[src/hdl/rac_pkg.sv]
// region access checker package: command codes, field width and the control
// word that travels along the cell chain
// no dependencies
`timescale 1ns / 1ps

package rac_pkg;

   // width of the address-like fields on the request ports
   localparam int FIELD_BITS = 32;
   // width of the slot field on the request ports
   localparam int SLOT_BITS = 4;

   // command codes
   typedef enum logic [1:0] {
      CMD_CHECK = 2'd0,
      CMD_WRITE = 2'd1,
      CMD_CLEAR = 2'd2
   } rac_cmd_type;

   // control word handed from cell to cell with each transaction
   typedef struct packed {
      logic                 valid;
      rac_cmd_type          cmd;
      logic [SLOT_BITS-1:0] slot;
      logic                 rd;         // write: region readable
      logic                 wr;         // write: region writable
      logic                 want_write; // check: access needs write permission
      logic                 ok;         // check: access usable; write: region usable
      logic                 hit;        // check: some cell so far grants it
   } rac_ctl_type;

endpackage

[src/hdl/rac_cell.sv]
// region access checker cell: holds one region slot and checks the passing
// transaction against it before handing it to the next cell
// depends on rac_pkg
`timescale 1ns / 1ps

module rac_cell #(
   parameter int INDEX     = 0,
   parameter int ADDR_BITS = 32
) (
   input  logic                     clock,
   input  logic                     reset,
   input  rac_pkg::rac_ctl_type     up_ctl,
   input  logic [ADDR_BITS-1:0]     up_lo,
   input  logic [ADDR_BITS-1:0]     up_hi,
   output rac_pkg::rac_ctl_type     dn_ctl,
   output logic [ADDR_BITS-1:0]     dn_lo,
   output logic [ADDR_BITS-1:0]     dn_hi
);
   import rac_pkg::*;

   // region held by this cell: live means valid, usable and readable
   logic                 live_ff, live_in;
   logic                 wr_ff, wr_in;
   logic [ADDR_BITS-1:0] base_ff, base_in;
   logic [ADDR_BITS-1:0] end_ff, end_in;

   // transaction handed to the next cell
   rac_ctl_type          ctl_ff, ctl_in;
   logic [ADDR_BITS-1:0] lo_ff;
   logic [ADDR_BITS-1:0] hi_ff;

   logic                 hit_now;

   // access fully inside this region with the needed permissions
   assign hit_now = up_ctl.ok && live_ff && (wr_ff || !up_ctl.want_write) &&
                    (up_lo >= base_ff) && (up_hi <= end_ff);

   // act on the passing transaction
   always_comb begin
      live_in = live_ff;
      wr_in   = wr_ff;
      base_in = base_ff;
      end_in  = end_ff;
      ctl_in  = up_ctl;
      if (up_ctl.valid) begin
         unique case (up_ctl.cmd)
            CMD_CHECK: begin
               ctl_in.hit = up_ctl.hit | hit_now;
            end
            CMD_WRITE: begin
               if (int'(up_ctl.slot) == INDEX) begin
                  live_in = up_ctl.ok & up_ctl.rd;
                  wr_in   = up_ctl.wr;
                  base_in = up_lo;
                  end_in  = up_hi;
               end
            end
            CMD_CLEAR: begin
               live_in = 1'b0;
            end
            default: begin
            end
         endcase
      end
   end

   // control registers
   always_ff @(posedge clock) begin
      if (reset) begin
         live_ff <= 1'b0;
         ctl_ff  <= '0;
      end else begin
         live_ff <= live_in;
         ctl_ff  <= ctl_in;
      end
   end

   // payload registers
   always_ff @(posedge clock) begin
      wr_ff   <= wr_in;
      base_ff <= base_in;
      end_ff  <= end_in;
      lo_ff   <= up_lo;
      hi_ff   <= up_hi;
   end

   assign dn_ctl = ctl_ff;
   assign dn_lo  = lo_ff;
   assign dn_hi  = hi_ff;

endmodule

[config.mk]
export PLATFORM = sky130hd
export DESIGN_NAME = rac_cell
export DESIGN_NICKNAME = d
export VERILOG_FILES = /design/src/hdl/rac_pkg.sv /design/src/hdl/rac_cell.sv
export SDC_FILE = /design/constraint.sdc
export NUM_CORES = 1
export LEC_CHECK = 0
export BUFFER_PORTS_ARGS = -buffer_cell sky130_fd_sc_hd__buf_2
export CORE_ASPECT_RATIO = 1.5
export CORE_MARGIN = 2
export CORE_UTILIZATION = 30
export CTS_CLUSTER_SIZE = 28
export DETAILED_ROUTE_END_ITERATION = 8
export GPL_ROUTABILITY_DRIVEN = 1
export PLACE_DENSITY_LB_ADDON = 0.15
export SETUP_SLACK_MARGIN = 0.4
export SLEW_MARGIN = 5
export SYNTH_ARGS = -nofsm -noshare
export SYNTH_HDL_FRONTEND = slang
export SYNTH_SLANG_ARGS = --single-unit
[constraint.sdc]
create_clock -name clock -period 10.65 [get_ports clock]
set_clock_uncertainty 0.1 [all_clocks]
set_input_delay 2.13 -clock clock [delete_from_list [all_inputs] [get_ports clock]]
set_output_delay 2.13 -clock clock [all_outputs]
set_load 0.02 [all_outputs]
==> metrics.cfg <==
[synthesis]
syn_nets = 544
yosys.area.top_type = edfxtp_1
synth_common_cells = dfxtp_1 (77), inv_1 (68), edfxtp_1 (65), ha_1 (64), a21oi_1 (32)
yosysMostFrequentCell = dfxtp_1
synth.distinct_cells = 30
syn_area_per_cell_um2 = 13.1
ys_seq_area_frac = 0.666
syn_inst = 402
synth_flop_cell = dfxtp_1
synth_seq_cells = 142
synth.top_cell.area_share = 0.372
yosysWarningCount = 0
synth-edff-count = 65
syn-cell-area_um2 = 5250
synth_async_sr_flop_share = 0
synth.area.top_cells = edfxtp_1 (37%), dfxtp_1 (29%), ha_1 (15%), inv_1 (4.9%), a21oi_1 (3.1%)

[worst_setup_path]
r2r-start = base_ff[0]
setup.worst_path.start_class = primary input
required_ns = 10.87
cp.arrival_ns = 3.90
r2r_end = dn_ctl[0]
ff2ff_path_depth = 7
criticalPathCategory = primary input to flop
cp_max_fo = 67
r2r_setup_slack_ns = 8.48
cp-end-kind = flop

[clock_network]
htreeDepth = 4
cts.reportedPaths.clkPinSlew_ns = 0.05
cts_buffers = 17
cts_resized = 0
postCtsSetupBuffers = 0
cts_root_buffer = clkbuf_16
clockBufferDepth = 2
clock_latency_ns = 0.42
cts_hold_buf = 0
cts_sinks = 142
cts_tree = done

[final_layout]
fin_cells = 801
nets = 716
final_core_util = 0.398
nFillCells = 1724
syn_to_final_growth_pct = 31.0
layout-drive-gt1-share = 0.315

[floorplanning]
core_area_um2 = 17300
fp-row-count = 59
dieArea_um2 = 18600
die_h_um = 166
die_w_um = 112
initial_core_util = 0.304
io-pin-count = 154

[pwr]
power_density_nw_per_um2 = 182
power_switching_uw = 278
p_comb_frac = 0.070
p_leak_uw = 0.00319
p_int_uw = 974
p_clk_frac = 0.459
ir_drop_mv = 0.102
swShare = 0.222
pwr-share-seq = 0.471

[drt]
vias = 3435
routed.top_layer = met4
wl_met3_um = 539
routed_wl_um = 10500
dr.first_iter.drc_count = 83
dr.pass1.iters = 4
detail_route.wl_per_cell_um = 13.1
ant_nets = 0
drc = 0
drt-met1-wl_um = 4370
viasPerCell = 4.29
dr_wl_met2_um = 5390

[placed_design]
routabilityCongestion = 0.738
hpwl_um = 7750
io_buffers = 153
dp.cells = 768

[global_routing]
overflow = 0
grt_pass1_wl_um = 16900
antenna_found_initial = 1
grt_pass1_vias = 3490
grt_max_degree = 68
track_usage = 0.116

[hold_path]
min_to = live_ff
min_from = live_ff
worstHoldPathCells = 3
min_path_type = flop to flop

[status]
outcome = completed

[flow_run]
max_cap_violations = 0

[timing]
tightest_slew_ns = 0.904
slew_violations = 0
hold_violations = 0
whs_ns = 0.434
fmax_ghz = 0.272
rsz0062_at_grt = false
fin_crit_ns = 3.67
setup_viol = 0
setup-tns-final_ns = 0
relSlewSlack = 0.397
finalCritPeriodShare = 0.345

[metrics by stage]
stage | setup WS [ns] | power (µW) | instance area, µm²
after floorplan | 1.06 | 646 | 5250
after global placement | 6.53 | 690 | 6290
after detailed placement | 6.48 | 691 | 6290
after CTS | 6.93 | 1280 | 6870
after global routing | 6.71 | 1300 | 6870
final | 6.98 | 1250 | 6880
[area by class of cell]
class | instances | area, µm² | area share
Clock inverter | 9 | 82.6 | 0.0120
Clock buffer | 23 | 499 | 0.0726
Timing Repair Buffer | 154 | 773 | 0.112
Tap cell | 213 | 267 | 0.0388
Sequential cell | 142 | 3490 | 0.508
Antenna cell | 1 | 2.50 | 0.000364
Inverter | 68 | 255 | 0.0371
Multi-Input combinational cell | 191 | 1500 | 0.219
[cells in the final DEF, fill, tap and decap left out, types with 3 or more instances in the layout]
cell,netlist,layout
a21oi_1,32,32
buf_2,0,153
clkbuf_16,0,18
clkbuf_8,0,3
clkinv_2,0,3
clkinvlp_4,0,3
dfxtp_1,77,77
edfxtp_1,65,65
ha_1,64,64
inv_1,68,68
nand2_1,18,18
nand3_1,5,5
nand4_1,9,9
nor2_1,7,7
nor2b_1,13,13
nor3_1,3,3
o21ai_0,14,14
[registers in the layout (all words and copies together), names as in the netlist]
name     count
dn_ctl      12
base_ff     32
end_ff      32
live_ff      1
dn_lo       32
wr_ff        1
dn_hi       32
[how the worst max path moves through the flow]
stage / start / end / depth (start not counted)
finish: up_ctl[10] / live_ff / 8
global route: up_ctl[10] / live_ff / 8
CTS: up_ctl[10] / live_ff / 8
detailed placement: up_ctl[10] / live_ff / 8
global placement: up_lo[7] / dn_ctl[0] / 8
floorplan: up_ctl[10] / live_ff / 6
[power groups by stage]
| stage | clock network [µW] | logic [µW] | registers, µW |
|---|---|---|---|
| after floorplan | 0 | 23.6 | 623 |
| after global placement | 0 | 87.9 | 602 |
| after detailed placement | 0 | 89.2 | 602 |
| after CTS | 596 | 89.8 | 590 |
| after global routing | 615 | 97.8 | 591 |
| final | 574 | 87.6 | 590 |
[critical path: stages]
cell and delay (ns):
buf_2 0.11, and2b_1 0.22, nand2_1 0.07, nor4_2 0.12, buf_4 0.75, nand3_1 0.17
o21a_1 0.14, a311oi_1 0.18
[cells by family (layout without fill, tap and decap cells)]
| logic type | after synthesis | after routing | share of synthesized area |
|---|---|---|---|
| flops | 142 | 142 | 0.666 |
| buf+inv | 69 | 254 | 0.0493 |
| simple gates | 68 | 68 | 0.0694 |
| fa+ha+maj | 64 | 64 | 0.153 |
| compound gates | 59 | 59 | 0.0632 |
| other cells | 0 | 1 | 0 |
[routing by layer]
metal / GRT usage / up-vias
li1: - / 1754
met1: 0.128 / 1562
met2: 0.202 / 104
met3: 0.0405 / 15
met4: 0.0504 / 0
met5: 0 / -
No activity file was read; power rests on OpenSTA's default activity.
